## src/vsos_pkg.sv

```systemverilog
// ----------------------------------------------------------------------------
// vsos_pkg
// Shared types, constants and helpers of the volume slice overlay scanner.
// ----------------------------------------------------------------------------
package vsos_pkg;

   localparam int MAX_DIM    = 512;
   localparam int MAX_MARKS  = 4;
   localparam int MARK_SLOTS = 4;
   localparam int MARK_LIMIT = (MAX_MARKS < MARK_SLOTS) ? MAX_MARKS : MARK_SLOTS;

   localparam int DIM_W   = 10;
   localparam int SLICE_W = 9;
   localparam int CNT_W   = 9;
   localparam int ADDR_W  = 27;
   localparam int PIX_W   = 18;
   localparam int AXIS_W  = 2;
   localparam int MCNT_W  = 3;
   localparam int COLOR_W = 24;
   localparam int CREG_W  = 48;
   localparam int DXY_W   = 2 * DIM_W;
   localparam int PROD_W  = SLICE_W + DXY_W;
   localparam int CSR_IDX_W = 3;

   localparam logic [AXIS_W-1:0] AXIS_X = AXIS_W'(0);
   localparam logic [AXIS_W-1:0] AXIS_Y = AXIS_W'(1);
   localparam logic [AXIS_W-1:0] AXIS_Z = AXIS_W'(2);

   localparam logic [CSR_IDX_W-1:0] REG_DIM_X       = CSR_IDX_W'(0);
   localparam logic [CSR_IDX_W-1:0] REG_DIM_Y       = CSR_IDX_W'(1);
   localparam logic [CSR_IDX_W-1:0] REG_DIM_Z       = CSR_IDX_W'(2);
   localparam logic [CSR_IDX_W-1:0] REG_AXIS        = CSR_IDX_W'(3);
   localparam logic [CSR_IDX_W-1:0] REG_SLICE       = CSR_IDX_W'(4);
   localparam logic [CSR_IDX_W-1:0] REG_MARK_COUNT  = CSR_IDX_W'(5);
   localparam logic [CSR_IDX_W-1:0] REG_MARK_COLS_A = CSR_IDX_W'(6);
   localparam logic [CSR_IDX_W-1:0] REG_MARK_COLS_B = CSR_IDX_W'(7);

   localparam logic FUNC_RESTART = 1'b0;

   typedef enum logic [1:0] {
      ST_IDLE,
      ST_MUL_A,
      ST_MUL_B,
      ST_COMMIT
   } state_type;

   typedef struct packed {
      logic load_item;
      logic mul_a;
      logic mul_b;
      logic commit;
   } cmd_type;

   typedef struct packed {
      logic [DIM_W-1:0]                   dim_x;
      logic [DIM_W-1:0]                   dim_y;
      logic [DIM_W-1:0]                   dim_z;
      logic [AXIS_W-1:0]                  axis;
      logic [SLICE_W-1:0]                 slice;
      logic [MCNT_W-1:0]                  mark_n;
      logic [MARK_SLOTS-1:0][COLOR_W-1:0] colors;
   } cfg_type;

   // zero reads as one, oversize clamps to the maximum extent
   function automatic logic [DIM_W-1:0] eff_dim(input logic [DIM_W-1:0] v);
      logic [DIM_W-1:0] r;
      if (v == '0) begin
         r = DIM_W'(1);
      end else if (v > DIM_W'(MAX_DIM)) begin
         r = DIM_W'(MAX_DIM);
      end else begin
         r = v;
      end
      return r;
   endfunction

endpackage

```

## src/volume_slice_overlay_scanner_core.sv

```systemverilog
// ----------------------------------------------------------------------------
// volume_slice_overlay_scanner_core
// Items pass from acceptance through the two multiply steps of the sequencer
// to the commit, which loads the output register and sets rsp_tvalid; the
// commit waits while the output register is held. The next item is taken
// after the commit, also while a result waits in the output register.
// Reset: synchronous, scan idle, extents 1, other CSR and scan state 0.
// ----------------------------------------------------------------------------
module volume_slice_overlay_scanner_core (
   input  logic                                clock,
   input  logic                                reset,
   input  logic                                req_tvalid,
   output logic                                req_tready,
   input  logic [15:0]                         req_tdata,  // voxel_value, mark_mask
   input  logic                                req_tuser,  // func
   output logic                                rsp_tvalid,
   input  logic                                rsp_tready,
   // red, green, blue, pixel_number, fetch_address
   output logic [71:0]                         rsp_tdata,
   output logic                                rsp_tlast,  // last_pixel
   output logic                                rsp_tuser,  // slice_error
   input  logic                                csr_wr_en,
   input  logic [vsos_pkg::CSR_IDX_W-1:0]      csr_index,
   input  logic [vsos_pkg::CREG_W-1:0]         csr_wdata
);

   vsos_pkg::cmd_type           cmd;
   vsos_pkg::cfg_type           cfg;
   logic [7:0]                  red, green, blue;
   logic [vsos_pkg::PIX_W-1:0]  pixel_number;
   logic [vsos_pkg::ADDR_W-1:0] fetch_address;

   vsos_csr u_csr (
      .clock     (clock),
      .reset     (reset),
      .csr_wr_en (csr_wr_en),
      .csr_index (csr_index),
      .csr_wdata (csr_wdata),
      .cfg       (cfg)
   );

   vsos_ctrl u_ctrl (
      .clock      (clock),
      .reset      (reset),
      .req_tvalid (req_tvalid),
      .req_tready (req_tready),
      .rsp_tvalid (rsp_tvalid),
      .rsp_tready (rsp_tready),
      .cmd        (cmd)
   );

   vsos_datapath u_datapath (
      .clock     (clock),
      .reset     (reset),
      .cmd       (cmd),
      .cfg       (cfg),
      .in_func   (req_tuser),
      .in_voxel  (req_tdata[7:0]),
      .in_mask   (req_tdata[11:8]),
      .out_red   (red),
      .out_green (green),
      .out_blue  (blue),
      .out_pixel (pixel_number),
      .out_fetch (fetch_address),
      .out_last  (rsp_tlast),
      .out_error (rsp_tuser)
   );

   assign rsp_tdata = {3'b000, fetch_address, pixel_number, blue, green, red};

endmodule

```

## src/vsos_csr.sv

```systemverilog
// ----------------------------------------------------------------------------
// vsos_csr
// Configuration registers with effective extent and mark count decoding.
// ----------------------------------------------------------------------------
module vsos_csr (
   input  logic                                  clock,
   input  logic                                  reset,
   input  logic                                  csr_wr_en,
   input  logic [vsos_pkg::CSR_IDX_W-1:0]        csr_index,
   input  logic [vsos_pkg::CREG_W-1:0]           csr_wdata,
   output vsos_pkg::cfg_type                     cfg
);

   logic [vsos_pkg::DIM_W-1:0]   dim_x_ff, dim_y_ff, dim_z_ff;
   logic [vsos_pkg::AXIS_W-1:0]  axis_ff;
   logic [vsos_pkg::SLICE_W-1:0] slice_ff;
   logic [vsos_pkg::MCNT_W-1:0]  mcnt_ff;
   logic [vsos_pkg::CREG_W-1:0]  cols_a_ff, cols_b_ff;

   always_ff @(posedge clock) begin
      if (reset) begin
         dim_x_ff  <= vsos_pkg::DIM_W'(1);
         dim_y_ff  <= vsos_pkg::DIM_W'(1);
         dim_z_ff  <= vsos_pkg::DIM_W'(1);
         axis_ff   <= '0;
         slice_ff  <= '0;
         mcnt_ff   <= '0;
         cols_a_ff <= '0;
         cols_b_ff <= '0;
      end else if (csr_wr_en) begin
         unique case (csr_index)
            vsos_pkg::REG_DIM_X:       dim_x_ff  <= csr_wdata[vsos_pkg::DIM_W-1:0];
            vsos_pkg::REG_DIM_Y:       dim_y_ff  <= csr_wdata[vsos_pkg::DIM_W-1:0];
            vsos_pkg::REG_DIM_Z:       dim_z_ff  <= csr_wdata[vsos_pkg::DIM_W-1:0];
            vsos_pkg::REG_AXIS:        axis_ff   <= csr_wdata[vsos_pkg::AXIS_W-1:0];
            vsos_pkg::REG_SLICE:       slice_ff  <= csr_wdata[vsos_pkg::SLICE_W-1:0];
            vsos_pkg::REG_MARK_COUNT:  mcnt_ff   <= csr_wdata[vsos_pkg::MCNT_W-1:0];
            vsos_pkg::REG_MARK_COLS_A: cols_a_ff <= csr_wdata;
            vsos_pkg::REG_MARK_COLS_B: cols_b_ff <= csr_wdata;
            default: ;
         endcase
      end
   end

   always_comb begin
      cfg.dim_x  = vsos_pkg::eff_dim(dim_x_ff);
      cfg.dim_y  = vsos_pkg::eff_dim(dim_y_ff);
      cfg.dim_z  = vsos_pkg::eff_dim(dim_z_ff);
      cfg.axis   = axis_ff;
      cfg.slice  = slice_ff;
      cfg.mark_n = (mcnt_ff > vsos_pkg::MCNT_W'(vsos_pkg::MARK_LIMIT)) ?
                   vsos_pkg::MCNT_W'(vsos_pkg::MARK_LIMIT) : mcnt_ff;
      cfg.colors = {cols_b_ff, cols_a_ff};
   end

endmodule

```

## src/vsos_ctrl.sv

```systemverilog
// ----------------------------------------------------------------------------
// vsos_ctrl
// Item sequencer: accept, two multiply steps, commit into the output register.
// ----------------------------------------------------------------------------
module vsos_ctrl (
   input  logic              clock,
   input  logic              reset,
   input  logic              req_tvalid,
   output logic              req_tready,
   output logic              rsp_tvalid,
   input  logic              rsp_tready,
   output vsos_pkg::cmd_type cmd
);

   vsos_pkg::state_type state_ff, state_in;
   logic                rsp_valid_ff, rsp_valid_in;
   logic                out_free;

   assign out_free   = !rsp_valid_ff || rsp_tready;
   assign rsp_tvalid = rsp_valid_ff;

   always_comb begin
      state_in = state_ff;
      unique case (state_ff)
         vsos_pkg::ST_IDLE:   if (req_tvalid) state_in = vsos_pkg::ST_MUL_A;
         vsos_pkg::ST_MUL_A:  state_in = vsos_pkg::ST_MUL_B;
         vsos_pkg::ST_MUL_B:  state_in = vsos_pkg::ST_COMMIT;
         vsos_pkg::ST_COMMIT: if (out_free) state_in = vsos_pkg::ST_IDLE;
         default:             state_in = vsos_pkg::ST_IDLE;
      endcase
   end

   always_comb begin
      req_tready    = (state_ff == vsos_pkg::ST_IDLE);
      cmd.load_item = req_tready && req_tvalid;
      cmd.mul_a     = (state_ff == vsos_pkg::ST_MUL_A);
      cmd.mul_b     = (state_ff == vsos_pkg::ST_MUL_B);
      cmd.commit    = (state_ff == vsos_pkg::ST_COMMIT) && out_free;
   end

   always_comb begin
      rsp_valid_in = rsp_valid_ff;
      if (cmd.commit) begin
         rsp_valid_in = 1'b1;
      end else if (rsp_tready) begin
         rsp_valid_in = 1'b0;
      end
   end

   always_ff @(posedge clock) begin
      if (reset) begin
         state_ff     <= vsos_pkg::ST_IDLE;
         rsp_valid_ff <= 1'b0;
      end else begin
         state_ff     <= state_in;
         rsp_valid_ff <= rsp_valid_in;
      end
   end

endmodule

```

## src/vsos_datapath.sv

```systemverilog
// ----------------------------------------------------------------------------
// vsos_datapath
// Stride products, scan position state, overlay colour select, result register.
// ----------------------------------------------------------------------------
module vsos_datapath (
   input  logic                            clock,
   input  logic                            reset,
   input  vsos_pkg::cmd_type               cmd,
   input  vsos_pkg::cfg_type               cfg,
   input  logic                            in_func,
   input  logic [7:0]                      in_voxel,
   input  logic [vsos_pkg::MARK_SLOTS-1:0] in_mask,
   output logic [7:0]                      out_red,
   output logic [7:0]                      out_green,
   output logic [7:0]                      out_blue,
   output logic [vsos_pkg::PIX_W-1:0]      out_pixel,
   output logic [vsos_pkg::ADDR_W-1:0]     out_fetch,
   output logic                            out_last,
   output logic                            out_error
);

   localparam int DIM_W  = vsos_pkg::DIM_W;
   localparam int ADDR_W = vsos_pkg::ADDR_W;

   // item latch and products
   logic                            func_ff;
   logic [7:0]                      voxel_ff;
   logic [vsos_pkg::MARK_SLOTS-1:0] mask_ff;
   logic [vsos_pkg::DXY_W-1:0]      dxy_ff;
   logic [vsos_pkg::PROD_W-1:0]     prod_ff;

   // scan state
   logic [vsos_pkg::CNT_W-1:0] col_ff, col_in, row_ff, row_in;
   logic [ADDR_W-1:0]          rsa_ff, rsa_in, cur_ff, cur_in;
   logic [vsos_pkg::PIX_W-1:0] pix_ff, pix_in;
   logic                       active_ff, active_in;

   // result register
   logic [7:0]                 red_ff, green_ff, blue_ff, red_in, green_in, blue_in;
   logic [vsos_pkg::PIX_W-1:0] opix_ff, opix_in;
   logic [ADDR_W-1:0]          fetch_ff, fetch_in;
   logic                       last_ff, last_in, err_ff, err_in;

   logic [DIM_W-1:0]  width, height, extent;
   logic [ADDR_W-1:0] col_stride, row_stride, start, row_next;
   logic              bad_axis;
   logic [DIM_W-1:0]  next_col, next_row;
   logic [23:0]       colour;

   always_ff @(posedge clock) begin
      if (cmd.load_item) begin
         func_ff  <= in_func;
         voxel_ff <= in_voxel;
         mask_ff  <= in_mask;
      end
      if (cmd.mul_a) begin
         dxy_ff <= cfg.dim_x * cfg.dim_y;
      end
      if (cmd.mul_b) begin
         prod_ff <= cfg.slice * ((cfg.axis == vsos_pkg::AXIS_Y) ?
                    vsos_pkg::DXY_W'(cfg.dim_x) : dxy_ff);
      end
   end

   always_comb begin
      bad_axis = 1'b0;
      unique case (cfg.axis)
         vsos_pkg::AXIS_X: begin
            width      = cfg.dim_y;
            height     = cfg.dim_z;
            col_stride = ADDR_W'(cfg.dim_x);
            row_stride = ADDR_W'(dxy_ff);
            extent     = cfg.dim_x;
            start      = ADDR_W'(cfg.slice);
         end
         vsos_pkg::AXIS_Y: begin
            width      = cfg.dim_x;
            height     = cfg.dim_z;
            col_stride = ADDR_W'(1);
            row_stride = ADDR_W'(dxy_ff);
            extent     = cfg.dim_y;
            start      = prod_ff[ADDR_W-1:0];
         end
         default: begin
            width      = cfg.dim_x;
            height     = cfg.dim_y;
            col_stride = ADDR_W'(1);
            row_stride = ADDR_W'(cfg.dim_x);
            extent     = cfg.dim_z;
            start      = prod_ff[ADDR_W-1:0];
            bad_axis   = (cfg.axis != vsos_pkg::AXIS_Z);
         end
      endcase
   end

   // highest enabled hit mark wins
   always_comb begin
      colour = {voxel_ff, voxel_ff, voxel_ff};
      for (int i = 0; i < vsos_pkg::MARK_SLOTS; i++) begin
         if (mask_ff[i] && (vsos_pkg::MCNT_W'(i) < cfg.mark_n)) begin
            colour = cfg.colors[i];
         end
      end
   end

   assign next_col = DIM_W'(col_ff) + DIM_W'(1);
   assign next_row = DIM_W'(row_ff) + DIM_W'(1);
   assign row_next = rsa_ff + row_stride;

   always_comb begin
      col_in    = col_ff;
      row_in    = row_ff;
      rsa_in    = rsa_ff;
      cur_in    = cur_ff;
      pix_in    = pix_ff;
      active_in = active_ff;
      red_in    = '0;
      green_in  = '0;
      blue_in   = '0;
      opix_in   = '0;
      fetch_in  = '0;
      last_in   = 1'b0;
      err_in    = 1'b0;
      if (func_ff == vsos_pkg::FUNC_RESTART) begin
         col_in = '0;
         row_in = '0;
         pix_in = '0;
         if (bad_axis || ({1'b0, cfg.slice} >= extent)) begin
            active_in = 1'b0;
            rsa_in    = '0;
            cur_in    = '0;
            err_in    = 1'b1;
         end else begin
            active_in = 1'b1;
            rsa_in    = start;
            cur_in    = start;
            fetch_in  = start;
         end
      end else if (active_ff) begin
         red_in   = colour[7:0];
         green_in = colour[15:8];
         blue_in  = colour[23:16];
         opix_in  = pix_ff;
         pix_in   = pix_ff + vsos_pkg::PIX_W'(1);
         if (next_col >= width) begin
            if (next_row >= height) begin
               active_in = 1'b0;
               col_in    = '0;
               row_in    = '0;
               last_in   = 1'b1;
            end else begin
               col_in   = '0;
               row_in   = next_row[vsos_pkg::CNT_W-1:0];
               rsa_in   = row_next;
               cur_in   = row_next;
               fetch_in = row_next;
            end
         end else begin
            col_in   = next_col[vsos_pkg::CNT_W-1:0];
            cur_in   = cur_ff + col_stride;
            fetch_in = cur_ff + col_stride;
         end
      end
   end

   always_ff @(posedge clock) begin
      if (reset) begin
         col_ff    <= '0;
         row_ff    <= '0;
         rsa_ff    <= '0;
         cur_ff    <= '0;
         pix_ff    <= '0;
         active_ff <= 1'b0;
      end else if (cmd.commit) begin
         col_ff    <= col_in;
         row_ff    <= row_in;
         rsa_ff    <= rsa_in;
         cur_ff    <= cur_in;
         pix_ff    <= pix_in;
         active_ff <= active_in;
      end
   end

   always_ff @(posedge clock) begin
      if (cmd.commit) begin
         red_ff   <= red_in;
         green_ff <= green_in;
         blue_ff  <= blue_in;
         opix_ff  <= opix_in;
         fetch_ff <= fetch_in;
         last_ff  <= last_in;
         err_ff   <= err_in;
      end
   end

   assign out_red   = red_ff;
   assign out_green = green_ff;
   assign out_blue  = blue_ff;
   assign out_pixel = opix_ff;
   assign out_fetch = fetch_ff;
   assign out_last  = last_ff;
   assign out_error = err_ff;

endmodule
```

## config.mk

```make
export PLATFORM = sky130hd
export DESIGN_NAME = volume_slice_overlay_scanner_core
export DESIGN_NICKNAME = d
export VERILOG_FILES = /design/src/vsos_pkg.sv /design/src/volume_slice_overlay_scanner_core.sv /design/src/vsos_csr.sv /design/src/vsos_ctrl.sv /design/src/vsos_datapath.sv
export SDC_FILE = /design/constraint.sdc
export NUM_CORES = 1
export LEC_CHECK = 0
export BUFFER_PORTS_ARGS = -buffer_cell sky130_fd_sc_hd__buf_4
export CAP_MARGIN = 20
export CORE_AREA = 3 3 238 240
export CTS_CLUSTER_SIZE = 16
export DETAILED_ROUTE_END_ITERATION = 10
export DIE_AREA = 0 0 241 243
export PLACE_DENSITY = 0.67
export SETUP_SLACK_MARGIN = 0.05
export SLEW_MARGIN = 20
export SYNTH_ARGS = -nofsm -noshare
export SYNTH_HDL_FRONTEND = slang
export SYNTH_HIERARCHICAL = 1
export SYNTH_SLANG_ARGS = --single-unit
```

## constraint.sdc

```tcl
create_clock -name clock -period 5.25 [get_ports clock]
set_clock_uncertainty 0.1 [all_clocks]
set_input_delay 0.2625 -clock clock [delete_from_list [all_inputs] [get_ports clock]]
set_output_delay 0.2625 -clock clock [all_outputs]
set_load 0.01 [all_outputs]
```

# --- After elaboration in Yosys (flattened, before gate mapping) ---
# Index checks and enable logic that the tools add are counted.
op_classes:
  n_addsub: 5
  mul: 2
  order_cmp: 11
  eq_ne: 18
  mux: 52
  reduce_logical: 32
ops:
  columns: ["op", "count"]
  rows:
  - ["$mux 27", 13]
  - ["$mux 24", 4]
  - ["$mux 10", 9]
  - ["$mux 9", 7]
  - ["$mux 20", 2]
  - ["$mux 18", 2]
  - ["$gt 10x10->1 const B", 3]
  - ["$logic_not 10->1", 3]
  - ["$add 27x10->27", 1]
  - ["$add 27x20->27", 1]
  - ["$mul 9x20->27", 1]
  - ["$reduce_and 2->1", 11]
  - ["$add 9x1->10 const B", 2]
  - ["$ge 10x10->1", 2]
  - ["$mul 10x10->20", 1]
  - ["$pmux 10 s2", 1]
  - ["$add 18x1->18 const B", 1]
  - ["$eq 3x3->1 const B", 4]
  - ["$ge 9x10->1", 1]
  - ["$mux 1", 10]
  - ["$ne 2x2->1 const B", 5]
  - ["$reduce_and 3->1", 3]
  - ["$pmux 2 s4", 1]
  - ["$eq 3x2->1 const B", 2]
  - ["18 further kinds", 30]
word_totals:
  reg_bits: 365
  in_bits: 73
  output_inout_bits: 76
  elab_cells: 148

# --- Depth between registers and ports, before layout ---
logic_depth:
  depth_word: 9
  mapped_depth: 24
  mapped_depth_nobuf: 23

# --- Cells and area by module ---
# Netlist, hierarchy kept.
modules_own_cells:
  columns: ["mod", "instances", "cells_per_inst", "area_each_um2", "seq_area_each_um2"]
  rows:
  - ["vsos_datapath", 1, 2428, 21757.1, 5755.5]
  - ["vsos_csr", 1, 663, 5210.0, 2802.7]
  - ["vsos_ctrl", 1, 23, 214.0, 60.1]
  - ["volume_slice_overlay_scanner_core", 1, 4, 26.3, 0.0]

# --- Worst setup path before layout ---
# OpenSTA, ideal clock, no wires.
synth_timing:
  path_kind: "register to register"
  from: "register u_csr/axis_ff[1] in the netlist's numbering"
  to: "register u_datapath/prod_ff[25] in the netlist's numbering, data pin"
  setup_ps: 266
  t_arrival_ps: 5462
  required_time_ps: 4884
  setup_slack_ps: -578
  stages_incl_launch_ff: 20
  path_buffers: 3
  synth_period_minus_slack_ps: 5828
  cell_sequence: "dfxtp_1 buf_2 nand2b_1 clkbuf_1 clkbuf_1 mux2_2 and2_1 fa_1 fa_1 fa_1 inv_1 fa_1 inv_1 ha_1 a2111oi_0 nand3_1 a221oi_1 o21ai_0 o41ai_1 xnor2_1"
synth_via:
  elab_chain_cells: 3
synth_rtl:
  columns: ["item", "line_no", "text"]
  rows:
  - ["start, declared", "vsos_csr.sv:15", "logic [vsos_pkg::AXIS_W-1:0] axis_ff;"]
  - ["start signal, assigned", "vsos_csr.sv:35", "vsos_pkg::REG_AXIS: axis_ff <= csr_wdata[vsos_pkg::AXIS_W-1:0];"]
  - ["$eq 2x1->1", "vsos_datapath.sv:60", "prod_ff <= cfg.slice * ((cfg.axis == vsos_pkg::AXIS_Y) ?"]
  - ["$mux 20", "vsos_datapath.sv:60", null]
  - ["$mul 9x20->27", "vsos_datapath.sv:60", null]
  - ["end signal, assigned", "vsos_datapath.sv:60", null]
  - ["end, declared", "vsos_datapath.sv:30", "logic [vsos_pkg::PROD_W-1:0] prod_ff;"]
# No other way between the ends.
# A chain may end at the register's enable or synchronous reset.

==> flow_metrics.py <==
metrics = {
    "synth": {
        "synth_async_sr_flop_share": 0,
        "synth_top_area_frac": 0.1722,
        "ys_ff_latch": 365,
        "multiplexer_share_of_the_synthesized_area": 0.02263,
        "synthesis.area_um2": 27210,
        "post_synth_num_cell_types": 89,
        "syn_inst": 3118,
        "post_synth_main_area_contributors": "sky130_fd_sc_hd__dfxtp_1, sky130_fd_sc_hd__edfxtp_1, sky130_fd_sc_hd__fa_1",
        "yosys.area_share.simple": 0.1969,
        "yosys.area_share.adder": 0.2148,
        "synth_compound_gate_area_share": 0.1448,
        "combinational_family_with_the_most_area_after_synthesis": "adder cells",
        "synth_edf_count": 131,
        "synth-xor-area-share": 0.03605,
        "synth_seq_area_share": 0.3168,
        "syn-mean-instance-area_um2": 8.726,
        "synth_top_area_cell": "sky130_fd_sc_hd__dfxtp_1",
        "synthesis.yosys.warnings": 6,
        "synth_flop_cell": "sky130_fd_sc_hd__dfxtp_1",
    },
    "critical_path": {
        "worst_ep_required_time_ns": 5.51,
        "worstSetupEndpointType": "flop",
        "worst-endpoint-arrival_ns": 5.71,
        "critical_path_class": "flop to flop",
        "crit_path_start_kind": "flop",
        "worstPathMaxFanout": 4,
    },
    "power_and_ir_drop": {
        "power_density_nw_per_um2": 261.9,
        "power.static_leakage_nw": 14.69,
        "peakVddDrop_mv": 0.3206,
    },
    "timing": {
        "clock.fmax_mhz": 183.3,
        "rsz0062_at_grt": "yes",
        "part_of_the_cycle_the_worst_path_needs": 1.039,
        "fin_ws_ns": -0.2067,
        "slew_headroom": 0.2942,
        "finalHoldViolations": 0,
        "maxSlewViolCount": 0,
        "timing.hold.ws_ns": 0.07120,
        "worst_slew_pin_slew_ns": 1.059,
        "setup-violations-final": 10,
        "period_needed_ns": 5.457,
    },
    "global_routing": {
        "grt_use_total": 0.2601,
        "grt_first_pass_wirelength_mm": 123.0,
        "first_global_vias": 23440,
        "largest_net_degree_at_the_start_of_global_routing": 77,
        "grt_overflow_total": 0,
        "grt_antenna_before_repair": 0,
    },
    "finish": {
        "area_occupied_by_multi_input_gates_um2": 17390,
        "fill_cells": 4574,
        "post-route-util": 0.5990,
        "nNetsFinal": 3804,
        "fraction_of_final_layout_cells_with_drive_strength_greater_than_1": 0.1646,
        "seq_area_um2": 8625,
        "area_growth_pct": 20.82,
    },
    "drt": {
        "dr.first_iter.drc_count": 1705,
        "antenna_left": 0,
        "drc": 0,
        "firstDrtPassIters": 5,
        "avgViaCountPerCell": 5.655,
        "routed_wire_length_per_instance_um": 18.70,
        "routed-via-count": 23290,
        "wl_mm": 77.04,
    },
    "placement": {
        "globalplace.congestion": 0.8880,
        "post-place-ws_ns": -0.2470,
        "detailed_place_hpwl_mm": 55.63,
        "port_buffers": 141,
    },
    "run_status": {
        "failing_checks": "setup timing",
        "run_status": "finished, violations left",
    },
    "clock_tree": {
        "cts.sink_count": 365,
        "cts_made_buffers": 44,
        "clk_transition_reported_paths_ns": 0.07,
        "insertion_delay_ns": 0.60,
        "root_buf_cell": "sky130_fd_sc_hd__clkbuf_16",
        "h_tree_level_count": 2,
        "clk_path_buf_depth": 3,
        "tritoncts": "yes",
    },
    "die": {
        "placement_rows": 86,
        "core_area_um2": 54880,
        "floorplan_die_width_um": 241,
        "boundary_pin_count": 149,
        "starting_utilization_of_the_core_area": 0.4958,
        "dieArea_um2": 58560,
        "die_h_um": 243,
    },
    "worst_hold_path": {
        "worst_hold_path_type": "input port to flop",
    },
    "flow_run": {
        "timing.max_cap.violations": 0,
    },
}
## cell type report
cell class,instances,share of cell area
Multi-Input combinational cell,2302,0.5289
Sequential cell,365,0.2624
Timing Repair Buffer,402,0.1049
Clock buffer,50,0.03418
Inverter,263,0.03003
Tap cell,704,0.02680
Clock inverter,32,0.01271
Antenna cell,1,0.00007612
## placed cells by master, fill, tap and decap left out, drive strengths merged, types with 91 or more instances in the layout
cell	netlist	layout
and2	100	100
fa	190	190
buf	57	333
ha	163	163
a21oi	298	298
o21ai	91	91
nand2	502	502
inv	263	268
nor2	208	208
edfxtp	131	131
dfxtp	234	234
## critical path: stages (launching register included)
cell,delay (ns)
sky130_fd_sc_hd__dfxtp_1,0.37
sky130_fd_sc_hd__nor2b_2,0.27
sky130_fd_sc_hd__buf_12,0.15
sky130_fd_sc_hd__buf_4,0.11
sky130_fd_sc_hd__nand2_1,0.07
sky130_fd_sc_hd__fa_1,0.51
sky130_fd_sc_hd__inv_1,0.05
sky130_fd_sc_hd__fa_1,0.46
sky130_fd_sc_hd__ha_1,0.31
sky130_fd_sc_hd__fa_1,0.49
sky130_fd_sc_hd__inv_1,0.05
sky130_fd_sc_hd__fa_1,0.48
sky130_fd_sc_hd__inv_1,0.05
sky130_fd_sc_hd__ha_1,0.22
sky130_fd_sc_hd__or3_4,0.43
sky130_fd_sc_hd__nor3_4,0.12
sky130_fd_sc_hd__o21ai_2,0.09
sky130_fd_sc_hd__and3_4,0.20
sky130_fd_sc_hd__o31a_1,0.30
sky130_fd_sc_hd__o21a_1,0.18
sky130_fd_sc_hd__nor2_1,0.11
sky130_fd_sc_hd__xnor2_1,0.08
## per-layer routing
layer  share of wire  GRT usage  vias to the layer above  wire (um)
met4           0.016    0.05958                        0       1258
met5               0          0                        -          0
li1                -          -                    11040          -
met3           0.069    0.04181                      103       5293
met2            0.47     0.4255                      762      36380
met1            0.44     0.3624                    11390      34110
## state kept, by name (all words and copies together), names as in the netlist, 3 cells and up
signal and cells:
u_datapath/mask_ff 4, u_datapath/out_green 8, u_datapath/col_ff 9, u_csr/dim_x_ff 10, u_csr/dim_z_ff 10, u_datapath/dxy_ff 20
u_csr/dim_y_ff 10, u_datapath/pix_ff 18, u_datapath/prod_ff 27, u_datapath/out_blue 8, u_csr/cols_a_ff 48, u_datapath/out_pixel 18
u_csr/cols_b_ff 48, u_datapath/voxel_ff 8, u_csr/slice_ff 9, u_datapath/rsa_ff 27, u_datapath/out_red 8, u_datapath/out_fetch 27
u_csr/mcnt_ff 3, u_datapath/cur_ff 27, u_datapath/row_ff 9
## synth_stat cells, drive strengths merged (8+ instances only)
cell type / number
a311oi: 23
xnor2: 62
mux2i: 39
and2: 100
a31oi: 8
edfxtp: 131
a21o: 25
ha: 163
buf: 57
o211ai: 14
a21oi: 298
nand2: 502
nand3: 51
nand2b: 20
and3: 87
or3: 8
nand4: 14
dfxtp: 234
o21bai: 9
nor3: 32
mux2: 20
xor2: 50
fa: 190
inv: 263
o21ai: 91
a22oi: 16
o21a: 22
nor2b: 65
a211oi: 76
nand3b: 12
clkbuf: 136
nor2: 208
## logic make-up (layout without fill, tap and decap cells)
group / count (synthesis) / after routing
mux: 59 / 62
fa+ha+maj: 353 / 353
flops: 365 / 365
simple gates: 1138 / 1138
compound gates: 634 / 634
buf+inv: 456 / 747
xor+xnor: 112 / 112
other cells: 1 / 4
## worst paths after layout
check	startpoint	slack, ns	to	cells past startpoint
setup / recovery	u_csr/dim_x_ff[4]$_SDFFE_PP0P_	-0.21	u_datapath/dxy_ff[15]$_DFFE_PP_	21
hold / removal	csr_wr_en	0.07	u_csr/dim_x_ff[0]$_SDFFE_PP1P_	4
hold reg to reg	u_csr/cols_a_ff[35]$_SDFFE_PP0P_	0.35	u_csr/cols_a_ff[35]$_SDFFE_PP0P_	2
setup reg to reg	u_csr/dim_x_ff[4]$_SDFFE_PP0P_	-0.21	u_datapath/dxy_ff[15]$_DFFE_PP_	21
## stage by stage
stage | cell area [um2] | setup TNS (ns) | instances | total power [mW]
2_1_floorplan | 27600 | -0.2108 | 3120 | 4.546
3_3_place_gp | 29970 | -1.131 | 3939 | 5.214
3_5_place_dp | 30010 | -1.698 | 3940 | 5.262
4_1_cts | 32670 | -1.024 | 4108 | 8.614
5_1_grt | 32870 | -3.682 | 4118 | 8.974
6_report | 32870 | -1.063 | 4119 | 8.609
## power by group
group / internal [mW] / total, mW / leakage [nW] / switching (mW)
registers: 3.23 / 3.40 / 3.11 / 0.170
logic: 0.775 / 1.96 / 10.8 / 1.18
clock network: 1.92 / 3.25 / 0.753 / 1.33
## timing repair
action / CTS / global route
cloned: 6 / 0
hold buffers: 67 / 0
setup endpoints to repair: 14 / 22
gates resized for setup: 52 / 37
pin swaps: 17 / 19
hold endpoints to repair: 153 / 0
setup buffers: 13 / 11
(Power assumes the default switching activity.)
